[config.mk]
export PLATFORM = sky130hd
export DESIGN_NAME = gb3_cfg
export DESIGN_NICKNAME = d
export VERILOG_FILES = /design/src/gb3_pkg.sv /design/src/gb3_cfg.sv
export SDC_FILE = /design/constraint.sdc
export NUM_CORES = 1
export LEC_CHECK = 0
export ABC_AREA = 1
export BUFFER_PORTS_ARGS = -buffer_cell sky130_fd_sc_hd__buf_4
export CORE_MARGIN = 5
export CORE_UTILIZATION = 40
export DETAILED_ROUTE_END_ITERATION = 10
export GPL_TIMING_DRIVEN = 0
export PLACE_DENSITY = 0.7
export SLEW_MARGIN = 20
export SYNTH_ARGS = -nofsm -noshare
export SYNTH_HDL_FRONTEND = slang
export SYNTH_SLANG_ARGS = --single-unit
export TNS_END_PERCENT = 10
[constraint.sdc]
create_clock -name i_clk -period 1.9 [get_ports i_clk]
set_input_delay 0.19 -clock i_clk [delete_from_list [all_inputs] [get_ports i_clk]]
set_output_delay 0.19 -clock i_clk [all_outputs]
set_load 0.02 [all_outputs]
[src/gb3_pkg.sv]
// ----------------------------------------------------------------------------
// gb3_pkg - shared types and constants for the 3x3 Gaussian blur
// Register codes, reset values, weight bundle and window type.
// ----------------------------------------------------------------------------
`timescale 1ns / 1ps
`default_nettype none

package gb3_pkg;

    // pixel and field widths
    localparam int PIX_W      = 8;
    localparam int ROW_W      = 16;
    localparam int WGT_W      = 16;
    localparam int FW_W       = 11;
    localparam int CFG_IDX_W  = 3;
    localparam int CFG_DATA_W = 16;
    // line buffer word: two stored rows of one column
    localparam int LB_W       = 2 * PIX_W;

    // configuration register indexes
    typedef enum logic [CFG_IDX_W-1:0] {
        CFG_WIDTH  = 3'd0,
        CFG_HEIGHT = 3'd1,
        CFG_CENTRE = 3'd2,
        CFG_SIDE   = 3'd3,
        CFG_CORNER = 3'd4
    } t_cfg_idx;

    // register values after reset
    localparam logic [FW_W-1:0]  RST_WIDTH  = 11'd640;
    localparam logic [ROW_W-1:0] RST_HEIGHT = 16'd480;
    localparam logic [WGT_W-1:0] RST_CENTRE = 16'd10430;
    localparam logic [WGT_W-1:0] RST_SIDE   = 16'd6326;
    localparam logic [WGT_W-1:0] RST_CORNER = 16'd3837;

    // operation code of an input transfer
    localparam logic OP_DRAIN = 1'b1;

    // largest grey level
    localparam logic [PIX_W-1:0] PIX_MAX = 8'd255;

    // Q0.16 kernel weights
    typedef struct packed {
        logic [WGT_W-1:0] centre;
        logic [WGT_W-1:0] side;
        logic [WGT_W-1:0] corner;
    } t_weights;

    // one column of the window: [0] top, [1] middle, [2] bottom
    typedef logic [2:0][PIX_W-1:0] t_triple;

    // nine taps in raster order plus the end-of-frame mark
    typedef struct packed {
        logic [8:0][PIX_W-1:0] tap;
        logic                  last;
    } t_window;

endpackage

`default_nettype wire

[src/gb3_cfg.sv]
// ----------------------------------------------------------------------------
// gb3_cfg - configuration registers
// Holds frame size and weights, derives the last column and last row.
// ----------------------------------------------------------------------------
`timescale 1ns / 1ps
`default_nettype none

module gb3_cfg
    import gb3_pkg::*;
#(
    parameter int MAX_WIDTH = 1024,
    localparam int COL_W    = $clog2(MAX_WIDTH)
) (
    input  wire logic                  i_clk,
    input  wire logic                  i_rst_n,
    input  wire logic                  i_cfg_valid,
    output logic                       o_cfg_ready,
    input  wire logic [CFG_IDX_W-1:0]  i_cfg_index,
    input  wire logic [CFG_DATA_W-1:0] i_cfg_data,
    output logic [COL_W-1:0]           o_w_last,
    output logic [ROW_W-1:0]           o_h_last,
    output t_weights                   o_weights
);

    logic [FW_W-1:0]  r_width;
    logic [ROW_W-1:0] r_height;
    t_weights         r_weights;

    assign o_cfg_ready = 1'b1;

    // register writes; unknown indexes are dropped
    always_ff @(posedge i_clk) begin
        if (!i_rst_n) begin
            r_width          <= RST_WIDTH;
            r_height         <= RST_HEIGHT;
            r_weights.centre <= RST_CENTRE;
            r_weights.side   <= RST_SIDE;
            r_weights.corner <= RST_CORNER;
        end else if (i_cfg_valid) begin
            unique case (i_cfg_index)
                CFG_WIDTH:  r_width          <= i_cfg_data[FW_W-1:0];
                CFG_HEIGHT: r_height         <= i_cfg_data[ROW_W-1:0];
                CFG_CENTRE: r_weights.centre <= i_cfg_data[WGT_W-1:0];
                CFG_SIDE:   r_weights.side   <= i_cfg_data[WGT_W-1:0];
                CFG_CORNER: r_weights.corner <= i_cfg_data[WGT_W-1:0];
                default: ;
            endcase
        end
    end

    // width 0 acts as 1, above the buffer size acts as the buffer size
    always_comb begin
        if (r_width == '0) begin
            o_w_last = '0;
        end else if (32'(r_width) > MAX_WIDTH) begin
            o_w_last = COL_W'(MAX_WIDTH - 1);
        end else begin
            o_w_last = COL_W'(32'(r_width) - 32'd1);
        end
    end

    // height 0 acts as 1
    assign o_h_last  = (r_height == '0) ? '0 : r_height - 16'd1;
    assign o_weights = r_weights;

endmodule

`default_nettype wire

* Word level (Yosys, flattened, before mapping)
Index checks and enable logic that the tools add are counted.
Operators by class: $add $sub $neg 2, multipliers 0, divide/modulo/power cells 0, order comparisons 1, equal/unequal tests 4, shifts and indexed selects 0, muxes and demuxes 3, bitwise operators 0, reduce and logical (&&, ||, !) cells 8
Operators by type and width (number):
- $mux 10 | 2
- $logic_not 16->1 | 1
- $mux 16 | 1
- $sub 16x1->16 const B | 1
- $gt 11x11->1 const B | 1
- $logic_not 11->1 | 1
- $reduce_and 2->1 | 5
- $sub 10x1->10 const B | 1
- $eq 3x2->1 const B | 2
- $eq 3x1->1 const B | 1
- $eq 3x3->1 const B | 1
- $logic_not 3->1 | 1
Word-level totals: register bits 75, bits in latches 0, bits in writable memories 0, bits in read-only memories 0, output and inout port bits 75, logic and storage cells 23, memories kept 0

* Longest topological paths before layout
depth after elaboration 3, depth in mapped cells 9, mapped depth without buffers 9

* Worst setup path before layout
No wires, ideal clock.
kind register to output, start register r_height[0], end output o_h_last[14], arrival time 1376 ps, data required time 1710 ps, path slack 334 ps, cell stages (with the launch flop) 9, buffers on the path 1, path through dfxtp_1 -> inv_1 -> ha_1 -> nand3_2 -> nor2_4 -> nand4_4 -> inv_2 -> buf_6 -> a21oi_1
On the way: longest elaborated chain between the ends 2, elaborated cells on any way between the ends 3
Ends and longest elaborated chain:
- start: declaration | line gb3_cfg.sv:26 | logic [ROW_W-1:0] r_height;
- start signal: assignment | line gb3_cfg.sv:42 | CFG_HEIGHT: r_height <= i_cfg_data[ROW_W-1:0];
- $sub 16x1->16 / $logic_not 16->1 (equally long branches) | line gb3_cfg.sv:63 | assign o_h_last = (r_height == '0) ? '0 : r_height - 16'd1;
- $mux 16 (*) | line gb3_cfg.sv:63
- end: declaration | line gb3_cfg.sv:21 | output logic [ROW_W-1:0] o_h_last,
Every way passes the cells marked *; elsewhere a longest branch is shown, timed or not.

* Worst setup path after layout
start register r_height[1], end output o_h_last[9]
The elaborated chain is that of the path after synthesis.

==> impl_metrics.ini <==
[clock_network]
cts_made_buffers = 9
insertion_delay_ns = 0.35
hold_fix_buffers_cts = 0
tritoncts = yes
cts_num_sinks = 75
cts_buffer_depth = 2
clkSlewWorstSetupHoldPaths_ns = 0.08
cts_root_buf = sky130_fd_sc_hd__clkbuf_8
htreeDepth = 3

[floorplan]
pin_count = 97
chipHeight_um = 102.2
core-area_sq_um = 8258
chipWidth_um = 102.2
fp.dieArea_sq_um = 10450
fp-row-count = 33
initial_core_util_pct = 41.21

[setup_path]
crit_path_max_fanout = 4
crit_path_start_kind = flop
worst-r2r-setup-slack_ns = 1.14
critPathRequiredTime_ns = 1.71
path_class = reg2out
critical_path_arrival_ns = 1.72
crit_path_capture_type = primary output

[sta]
timing_worst_slew_pin_value_ns = 0.5397
setup_repair_after_global_routing_missed_its_margin = true
setup_viol = 7
fin_crit_sh_pct = 100.4
fin_worst_hold_slack_ns = 0.08426
postLayoutSetupSlackWorst_ns = -0.007354
timing.final.crit_period_ns = 1.907
timing.final.hold_violations = 0
report.final.slew_viol_count = 0
fmax_mhz = 524.3
worst_clock_skew_ns = 0
slew-limit-headroom_pct = 64.02

[logic_synthesis]
post_synth.cell_area_avg_sq_um = 7.165
synth_seq_cells = 75
synth.distinct_cells = 32
synth.cell_area_sq_um = 3403
seq_area_frac_synth_pct = 44.12
postSynthNetCount = 499
syn_inst = 475
yosysWarningCount = 0

[power]
p_leak_nw = 2.186
power.density_cell_area_nw_per_um2 = 769.5
power_w = 0.003636
max-vdd-ir-drop_mv = 0.4845

[drt]
wirelength_um = 10150
detail_route.first_pass.iterations = 4
vias = 3480
detail_route.iter0.violations = 180
ant_nets = 0
routed_via_density = 4.950
drc_errors = 0
wire_per_inst_um = 14.44

[cells_and_area]
mostFrequentLayoutCells = sky130_fd_sc_hd__nand2_1, sky130_fd_sc_hd__buf_4, sky130_fd_sc_hd__dfxtp_1
antenna_diode_count = 0
final_cell_area_sq_um = 4725
commonest_non_fill_non_tap_cell_in_the_layout = sky130_fd_sc_hd__nand2_1
finalNetCount = 617
final_layout_size_suffix_gt1_share_pct = 31.27
area_growth_syn_to_layout_pct = 38.82
non_filler_instances = 703

[global_routing]
globalRouteOverflowTotal = 0
grt_max_degree = 14
grtUsageTotal_pct = 20.19
grt_first_pass_wirelength_um = 16560
vias_in_the_first_global_route = 3403
number_of_antenna_violations_at_the_first_check_in_global_routing = 0

[placed_design]
post-dp-hpwl_um = 7434
dp_cells = 674
globalplace.congestion = 0.8658
placement.io_buffers = 94
place_ws_ns = 0.05518
detailed_place.area_sq_um = 4240

[run]
drv_cap = 0

[outcome]
violations_in_the_final_reports = negative setup slack
status = finished with violations

[hold_path]
worst_hold_class = in2reg
==> through the flow <==
stage	utilization, %	setup TNS, ns
6_report	57.21	-0.01971
2_1_floorplan	-	0
3_3_place_gp	51.35	0
4_1_cts	55.64	-0.6955
5_1_grt	57.21	-1.806
3_5_place_dp	51.35	0
==> timing repair <==
| action | CTS | global route |
|---|---|---|
| buffers inserted | 9 | 2 |
| pin swaps | 7 | 6 |
| endpoints found under the setup margin | 26 | 26 |
| cloned | 1 | 1 |
| resized for setup | 20 | 31 |
==> synthesized netlist by cell type <==
master                     number  area (sq um)
sky130_fd_sc_hd__inv_4          1         6.260
sky130_fd_sc_hd__nand4_1        3         18.77
sky130_fd_sc_hd__nor2_1        75         281.5
sky130_fd_sc_hd__nor3_4         1         16.27
sky130_fd_sc_hd__conb_1         1         3.750
sky130_fd_sc_hd__clkinv_1       2         7.510
sky130_fd_sc_hd__o21ai_0       36         180.2
sky130_fd_sc_hd__xor2_1         9         78.83
sky130_fd_sc_hd__buf_8          1         15.01
sky130_fd_sc_hd__dfxtp_1       75          1501
sky130_fd_sc_hd__nor2_4         2         22.52
sky130_fd_sc_hd__a21oi_2        1         8.760
sky130_fd_sc_hd__nand3_1       35         175.2
sky130_fd_sc_hd__nor3_1         3         15.01
sky130_fd_sc_hd__nand2_2        5         31.28
sky130_fd_sc_hd__buf_6          4         45.04
sky130_fd_sc_hd__xnor2_1        1         8.760
sky130_fd_sc_hd__o211ai_1       6         45.04
sky130_fd_sc_hd__inv_1         34         127.6
sky130_fd_sc_hd__or2_2          1         6.260
sky130_fd_sc_hd__nand2_1      112         420.4
sky130_fd_sc_hd__clkbuf_1       6         22.52
sky130_fd_sc_hd__buf_2          5         25.02
sky130_fd_sc_hd__nand3_2        3         30.03
sky130_fd_sc_hd__buf_4          2         15.01
sky130_fd_sc_hd__ha_1           2         25.02
sky130_fd_sc_hd__nand3_4        1         17.52
sky130_fd_sc_hd__nor2_2         2         12.51
sky130_fd_sc_hd__nand4_4        1         21.27
sky130_fd_sc_hd__inv_2          5         18.77
sky130_fd_sc_hd__clkinv_2       1         5.000
sky130_fd_sc_hd__a21oi_1       39         195.2
==> logic make-up (layout without fill, tap and decap cells) <==
logic type               after synthesis  count (layout)  share of synthesized area (%)
AND/OR/NAND/NOR                      244             245                          31.40
AO/OA/AOI/OAI                         82              82                          12.61
flip-flops                            75              75                          44.12
buffers and inverters                 61             183                          8.455
XOR/XNOR                              10              10                          2.574
adder cells (fa/ha/maj)                2               2                         0.7352
other                                  1               1                         0.1102
==> routing by layer <==
| metal | vias to the layer above | wire [um] | global-route usage [%] |
|---|---|---|---|
| li1 | 1765 | - | - |
| met1 | 1580 | 4257 | 24.83 |
| met2 | 116 | 4796 | 33.88 |
| met3 | 19 | 943 | 5.392 |
| met4 | 0 | 153 | 7.467 |
| met5 | - | 0 | 0 |
==> worst paths after layout <==
| kind | from | endpoint | cells after the start |
|---|---|---|---|
| worst min register to register | o_weights[24]$_SDFFE_PN0P_ | o_weights[24]$_SDFFE_PN0P_ | 2 |
| worst max-delay path | r_height[1]$_SDFFE_PN0P_ | o_h_last[9] | 9 |
| worst min-delay path | i_cfg_data[11] | o_weights[11]$_SDFFE_PN1P_ | 3 |
| worst max register to register | r_width[3]$_SDFFE_PN0P_ | r_width[3]$_SDFFE_PN0P_ | 2 |
==> flip-flops by register name (all words and copies together) (netlist names) <==
signal,count
o_weights,48
r_height,16
r_width,11
==> critical path, stage by stage, from the launching register on <==
cell and delay (ns):
sky130_fd_sc_hd__dfxtp_2 0.33, sky130_fd_sc_hd__inv_4 0.07, sky130_fd_sc_hd__ha_4 0.15, sky130_fd_sc_hd__nand3_4 0.10, sky130_fd_sc_hd__nor2_4 0.16, sky130_fd_sc_hd__nand4_4 0.14, sky130_fd_sc_hd__buf_4 0.16, sky130_fd_sc_hd__nand2_1 0.05
sky130_fd_sc_hd__nor2_1 0.04, sky130_fd_sc_hd__buf_4 0.15
==> layout make-up <==
type	count	area [sq um]
clock buffer	10	127.6
buffer	18	122.6
sequential	75	1509
tap	105	131.4
timing repair buffer	106	842.1
clock inverter	6	88.84
multi-input combinational	340	1730
inverter	43	172.7
fill	800	3533
==> power by group <==
| group | switching (W) | internal, W |
|---|---|---|
| sequential | 0.0000404 | 0.00163 |
| combinational | 0.000372 | 0.000256 |
| clock | 0.000600 | 0.000742 |
No activity file was read; power rests on OpenSTA's default activity.
