### src/gb3_pkg.sv
// ----------------------------------------------------------------------------
// gb3_pkg - shared types and constants for the 3x3 Gaussian blur
// Register codes, reset values, weight bundle and window type.
// ----------------------------------------------------------------------------
`timescale 1ns / 1ps
`default_nettype none

package gb3_pkg;

    // pixel and field widths
    localparam int PIX_W      = 8;
    localparam int ROW_W      = 16;
    localparam int WGT_W      = 16;
    localparam int FW_W       = 11;
    localparam int CFG_IDX_W  = 3;
    localparam int CFG_DATA_W = 16;
    // line buffer word: two stored rows of one column
    localparam int LB_W       = 2 * PIX_W;

    // configuration register indexes
    typedef enum logic [CFG_IDX_W-1:0] {
        CFG_WIDTH  = 3'd0,
        CFG_HEIGHT = 3'd1,
        CFG_CENTRE = 3'd2,
        CFG_SIDE   = 3'd3,
        CFG_CORNER = 3'd4
    } t_cfg_idx;

    // register values after reset
    localparam logic [FW_W-1:0]  RST_WIDTH  = 11'd640;
    localparam logic [ROW_W-1:0] RST_HEIGHT = 16'd480;
    localparam logic [WGT_W-1:0] RST_CENTRE = 16'd10430;
    localparam logic [WGT_W-1:0] RST_SIDE   = 16'd6326;
    localparam logic [WGT_W-1:0] RST_CORNER = 16'd3837;

    // operation code of an input transfer
    localparam logic OP_DRAIN = 1'b1;

    // largest grey level
    localparam logic [PIX_W-1:0] PIX_MAX = 8'd255;

    // Q0.16 kernel weights
    typedef struct packed {
        logic [WGT_W-1:0] centre;
        logic [WGT_W-1:0] side;
        logic [WGT_W-1:0] corner;
    } t_weights;

    // one column of the window: [0] top, [1] middle, [2] bottom
    typedef logic [2:0][PIX_W-1:0] t_triple;

    // nine taps in raster order plus the end-of-frame mark
    typedef struct packed {
        logic [8:0][PIX_W-1:0] tap;
        logic                  last;
    } t_window;

endpackage

`default_nettype wire

### src/gb3_mac.sv
// ----------------------------------------------------------------------------
// gb3_mac - weighted window sum
// Window register, product register, then sum, truncate and clamp into
// the output register. Each stage moves when the next one has room.
// ----------------------------------------------------------------------------
`timescale 1ns / 1ps
`default_nettype none

module gb3_mac
    import gb3_pkg::*;
(
    input  wire logic        i_clk,
    input  wire logic        i_rst_n,
    input  wire t_weights    i_weights,
    input  wire logic        i_valid,
    output logic             o_ready,
    input  wire t_window     i_window,
    output logic             o_valid,
    input  wire logic        i_ready,
    output logic [PIX_W-1:0] o_pixel,
    output logic             o_last
);

    logic        r_a_v, r_b_v, r_o_v;
    t_window     r_win;
    logic [23:0] r_pc;
    logic [25:0] r_pe, r_pk;
    logic        r_b_last;
    logic [PIX_W-1:0] r_pixel;
    logic        r_o_last;

    logic en_a, en_b, en_o;
    logic [9:0]  sides, corners;
    logic [23:0] n_pc;
    logic [25:0] n_pe, n_pk;
    logic [27:0] acc;
    logic [11:0] level;
    logic [PIX_W-1:0] n_pixel;

    // stage enables
    assign en_o    = !r_o_v || i_ready;
    assign en_b    = !r_b_v || en_o;
    assign en_a    = !r_a_v || en_b;
    assign o_ready = en_a;

    // side and corner sums, then one product per weight
    assign sides   = 10'(r_win.tap[1]) + 10'(r_win.tap[3])
                   + 10'(r_win.tap[5]) + 10'(r_win.tap[7]);
    assign corners = 10'(r_win.tap[0]) + 10'(r_win.tap[2])
                   + 10'(r_win.tap[6]) + 10'(r_win.tap[8]);
    assign n_pc = 24'(i_weights.centre) * 24'(r_win.tap[4]);
    assign n_pe = 26'(i_weights.side) * 26'(sides);
    assign n_pk = 26'(i_weights.corner) * 26'(corners);

    // total, drop the fraction, clamp to the grey range
    assign acc     = 28'(r_pc) + 28'(r_pe) + 28'(r_pk);
    assign level   = acc[27:16];
    assign n_pixel = (level[11:8] != 4'd0) ? PIX_MAX : level[7:0];

    // valid bits
    always_ff @(posedge i_clk) begin
        if (!i_rst_n) begin
            r_a_v <= 1'b0;
            r_b_v <= 1'b0;
            r_o_v <= 1'b0;
        end else begin
            if (en_a) r_a_v <= i_valid;
            if (en_b) r_b_v <= r_a_v;
            if (en_o) r_o_v <= r_b_v;
        end
    end

    // payload
    always_ff @(posedge i_clk) begin
        if (en_a) begin
            r_win <= i_window;
        end
        if (en_b) begin
            r_pc     <= n_pc;
            r_pe     <= n_pe;
            r_pk     <= n_pk;
            r_b_last <= r_win.last;
        end
        if (en_o) begin
            r_pixel  <= n_pixel;
            r_o_last <= r_b_last;
        end
    end

    assign o_valid = r_o_v;
    assign o_pixel = r_pixel;
    assign o_last  = r_o_last;

endmodule

`default_nettype wire

### config.mk
export PLATFORM = sky130hd
export DESIGN_NAME = gb3_mac
export DESIGN_NICKNAME = d
export VERILOG_FILES = /design/src/gb3_pkg.sv /design/src/gb3_mac.sv
export SDC_FILE = /design/constraint.sdc
export NUM_CORES = 1
export LEC_CHECK = 0
export BUFFER_PORTS_ARGS = -buffer_cell sky130_fd_sc_hd__buf_4
export CORE_UTILIZATION = 40
export CTS_CLUSTER_SIZE = 30
export DETAILED_ROUTE_END_ITERATION = 6
export GPL_TIMING_DRIVEN = 0
export PLACE_DENSITY = 0.6
export SLEW_MARGIN = 40
export SYNTH_ARGS = -nofsm -noshare
export SYNTH_HDL_FRONTEND = slang
export SYNTH_SLANG_ARGS = --single-unit
export TNS_END_PERCENT = 10
### constraint.sdc
create_clock -name i_clk -period 8.7 [get_ports i_clk]
set_input_delay 1.305 -clock i_clk [delete_from_list [all_inputs] [get_ports i_clk]]
set_output_delay 1.305 -clock i_clk [all_outputs]
set_load 0.01 [all_outputs]
Yosys cells after proc, flatten, opt, wreduce, memory -nomap -nowiden
Index checks and enable logic that the tools add are counted.
Widths: inputs -> output; s select.
- flip-flop bits (word level): 162
- $add $sub $neg: 8
- $mul: 3
- reductions and logical operators: 7
- operators by type and width (kind ; number):
    $mul 16x10->26 ; 2
    $add 27x26->28 ; 1
    $add 24x26->27 ; 1
    $mul 16x8->24 ; 1
    $add 10x8->10 ; 2
    $add 9x8->10 ; 2
    $add 8x8->9 ; 2
    $reduce_bool 4->1 ; 1
    $logic_not 1->1 ; 3
    $logic_or 1x1->1 ; 3

Longest topological paths before layout
- depth in word-level cells: 4
- depth in mapped cells: 33
- mapped depth without buffers: 32

Worst setup path after synthesis
Ideal clock, no wire load.
- kind: reg2reg
- from: register r_win[2] in the netlist's numbering
- to: register r_pk[22], data pin
- library setup time: 0.262 ns
- arrival time: 7.342 ns
- required time: 8.438 ns
- path slack: 1.096 ns
- stages on the path, launching flop included: 33
- path buffers: 1
- clock period less this slack: 7.604 ns
- path through: edfxtp_1 -> inv_1 -> fa_1 -> fa_1 -> inv_1 -> ha_1 -> inv_1 -> fa_1 -> nor2b_1 -> o21ai_0 -> a21boi_0 -> o21a_1 -> nor2_1 -> xnor2_1 -> clkbuf_1 -> nand2_1 -> fa_1 -> fa_1 -> inv_1 -> fa_1 -> fa_1 -> inv_1 -> fa_1 -> inv_1 -> ha_1 -> a2111oi_0 -> o21ai_0 -> a31oi_1 -> o22a_1 -> a21oi_1 -> a211oi_1 -> o21bai_1 -> xor2_1
- longest elaborated chain between the ends: 4
- ends and longest elaborated chain (element ; line ; RTL):
    start: declaration ; gb3_mac.sv:25 ; t_window r_win;
    start signal: assignment ; gb3_mac.sv:76 ; r_win <= i_window;
    $add 8x8->9 ; gb3_mac.sv:49 ; assign corners = 10'(r_win.tap[0]) + 10'(r_win.tap[2])
    $add 9x8->10 ; gb3_mac.sv:50 ; + 10'(r_win.tap[6]) + 10'(r_win.tap[8]);
    $add 10x8->10 ; gb3_mac.sv:50 ;
    $mul 16x10->26 ; gb3_mac.sv:53 ; assign n_pk = 26'(i_weights.corner) * 26'(corners);
    net n_pk[22] ; gb3_mac.sv:35 ; logic [25:0] n_pe, n_pk;
    end signal: assignment ; gb3_mac.sv:81 ; r_pk <= n_pk;
    end: declaration ; gb3_mac.sv:27 ; logic [25:0] r_pe, r_pk;
The timed path passes the listed nets, and every way through them passes these cells.
A chain may end at the register's enable or synchronous reset.

Worst setup path after layout
- from: register r_win[11] in the netlist's numbering
- to: register r_pe[24], data pin
- longest elaborated chain between the ends: 4
- ends and longest elaborated chain (element ; line ; RTL):
    $add 8x8->9 ; gb3_mac.sv:47 ; assign sides = 10'(r_win.tap[1]) + 10'(r_win.tap[3])
    $add 9x8->10 ; gb3_mac.sv:48 ; + 10'(r_win.tap[5]) + 10'(r_win.tap[7]);
    $add 10x8->10 ; gb3_mac.sv:48 ;
    $mul 16x10->26 ; gb3_mac.sv:52 ; assign n_pe = 26'(i_weights.side) * 26'(sides);
    net n_pe[24] ; gb3_mac.sv:35 ;
    end signal: assignment ; gb3_mac.sv:80 ; r_pe <= n_pe;
    end: declaration ; gb3_mac.sv:27 ;
The timed path passes the listed nets, and every way through them passes these cells.

==> results.md <==
* Status: completed
* Largest delay contributor family on the critical path: adder cells
* Synth Flop Type: edfxtp_1
* Detailed Place HPWL at 40.2 mm
* Ys Warns at 0
* Critical path's slowest cell: fa_1
* Worst reg2reg path endpoint: r_pe[24]$_DFFE_PP_
* EDFF count, synth at 159
* Maximum clock path buffer count at 2
* Worst min path class: reg2reg
* Clk root buf: clkbuf_16
* Worst-Margin Slew at 0.840 ns
* Largest net degree at the start of global routing at between 40 and 50
* Initial antenna violation count at 0
* DIE HEIGHT at about 240 um
* Ys async rst share at 0
* Drt total wl at 47.9 mm
* Drt pass-1 iters at 5
* Min cycle time layout at ~8.3 ns
* Setup TNS at 0 ns
* Slew margin rel. at 0.436
* Initial DRC count at 803
* Inserted Clock Buffers at 17
* Critical Path RT at ~9 ns
* Share of cells above drive strength 1 at 0.0850
* Final cell count without fillers at roughly 3000
* Hold buffer count at CTS at 0
* Placed Instances at roughly 3000
* Sink Count at 162
* Synthesized area at 21800 sq um
* Setup ws final at 0.357 ns
* Unrepaired setup endpoints after global routing: no
* CP most frequent cell: fa_1
* Clk_lat worst skew at ~0.47 ns
* Final ANT Viol Nets at 0
* Yosys top cell area share at 0.329
* Buf+Inv Stages, Crit Path at 3
* Final critical-path share of the clock period at 0.959
* #FFs+latches synth at approximately 160
* Worst hold margin at between 0.4 and 0.5 ns
* Hold Fails Final Rpt at 0
* Top post-synthesis cells by area: fa_1 (33%), edfxtp_1 (22%), ha_1 (12%)
* CTS tree: built
* Skew final at between 0.015 and 0.02 ns
* Pre-CTS setup slack at -0.0441 ns
* Max-cap violations at 0
* Fin nets at between 2000 and 3000
* Commonest non-fill, non-tap cell in the layout: inv_1
* Max incr delay on CP at ~0.58 ns
* Std cell rows at 85
* R2R Setup Slk at 0.36 ns
* Total GRT Usage at 0.182
* Register area share after synthesis at 0.221
* Hold Startpoint: r_win[0]$_DFFE_PP_
* First-pass GRT wire length at approximately 80 mm
* Syn Inst Count at ~2100
* Area growth syn-to-layout at 11.6%
* Hold depth at 0
* Crit end category: flip-flop
* Syn_nets at 2830
* Syn avg cell area at around 10 sq um
* Yosys cell types at 63
* # setup viols final at 0
* Gp weighted congestion at a little under 0.9
* # fillers at between 5000 and 6000
* Critical path peak fanout at 10
* Core area at ~54000 sq um
* Cells on worst reg2reg path at 28
* Final slew viol count at 0
* Critical path arrival at around 8.6 ns
* Critical Setup Path Class: reg2reg
* Worst-path clk slew at 0.07 ns
* # IOs at between 100 and 150
* Vias in the first global route at about 16000
* Vias post-DR at 14900
* Initial core utilization at 0.405
* Largest area contributor in the netlist: fa_1
* Vias per inst at about 5
* Commonest cells after routing, fill and taps aside: inv_1 (407), fa_1 (359), and2_1 (236)
* Die area at 55500 sq um
* Setup crit start kind: flip-flop
* Die X at 236 um
* Drt drc at 0
* Worst r2r src: r_win[11]$_DFFE_PP_
* Remaining global-route overflow at 0
* Port bufs at 120
* Drt wl/cell at 16.0 um
* Hold Path End: r_b_last$_DFFE_PP_
* # diodes at 0
* Fmax at roughly 0.12 GHz
* H-tree depth at 4
==> kinds of logic (layout without fill, tap and decap cells) <==
| family | count (synthesis) | count (layout) | synth area share |
|---|---|---|---|
| muxes | 2 | 2 | 0.00149 |
| buffers and inverters | 456 | 614 | 0.0784 |
| and+or+nand+nor | 640 | 640 | 0.151 |
| adders and majority gates | 570 | 570 | 0.450 |
| AOI/OAI and AO/OA | 238 | 238 | 0.0709 |
| DFF | 162 | 162 | 0.221 |
| xor gates and xnor gates | 67 | 67 | 0.0269 |
==> per-layer routing <==
metal / global-route usage / part of all wire
met5: 0 / 0
met4: 0.0523 / 0.021
met3: 0.0288 / 0.040
met2: 0.303 / 0.48
met1: 0.246 / 0.46
==> layout make-up <==
cell class              count  area, sq um  share of cell area
flip-flops and latches    162         4830               0.198
clock inverters            15          143             0.00585
multi-input cells        1517        15400               0.631
inverters                 407         1530              0.0627
clock buffers              17          425              0.0175
plain buffers              49          199             0.00816
well taps                 696          871              0.0357
repair buffers            126          983              0.0404
==> how the worst max path moves through the flow <==
stage                   startpoint            endpoint  slack [ns]  cells past startpoint
2_1_floorplan   r_win[2]$_DFFE_PP_  r_pk[22]$_DFFE_PP_        1.10                     32
3_5_place_dp    r_win[1]$_DFFE_PP_  r_pk[23]$_DFFE_PP_       -0.04                     32
4_1_cts         r_win[2]$_DFFE_PP_  r_pk[23]$_DFFE_PP_        0.11                     32
3_3_place_gp    r_win[2]$_DFFE_PP_  r_pk[23]$_DFFE_PP_      0.0002                     32
5_1_grt         r_win[2]$_DFFE_PP_  r_pk[23]$_DFFE_PP_     0.00009                     32
6_report       r_win[11]$_DFFE_PP_  r_pe[24]$_DFFE_PP_        0.36                     28
==> repair_timing <==
| action | CTS | global route |
|---|---|---|
| pin swaps | 0 | 1 |
| buffers inserted | 0 | 3 |
| setup endpoints to repair | 6 | 14 |
| gates resized for setup | 2 | 30 |
==> synth_stat cells, types with 8 or more instances <==
library cell,instances
and2_1,236
a21o_1,29
and3_1,9
o21ai_0,39
fa_1,359
o21a_1,18
nand2b_1,35
xnor2_1,48
nand2_1,216
nor2_1,51
edfxtp_1,159
clkbuf_1,47
nor3_1,16
xor2_1,19
o21bai_1,8
a21oi_1,71
nand3_1,27
ha_1,211
a31oi_1,10
o211ai_1,12
a211oi_1,12
inv_1,407
nor2b_1,16
==> through the flow <==
step           utilization  area (sq um)
6_report             0.452         24400
4_1_cts              0.450         24300
5_1_grt              0.452         24400
3_5_place_dp         0.440         23700
2_1_floorplan            -         21800
3_3_place_gp         0.438         23600
==> sequential cells by signal, summed over array words and instances, names as in the netlist <==
register  flops
r_pc         24
r_a_v         1
r_b_last      1
o_pixel       8
r_pk         26
r_b_v         1
o_valid       1
o_last        1
r_pe         26
r_win        73
Power is not shown: default switching activity piles up to over one toggle a cycle in this logic, so the estimate is an artifact.
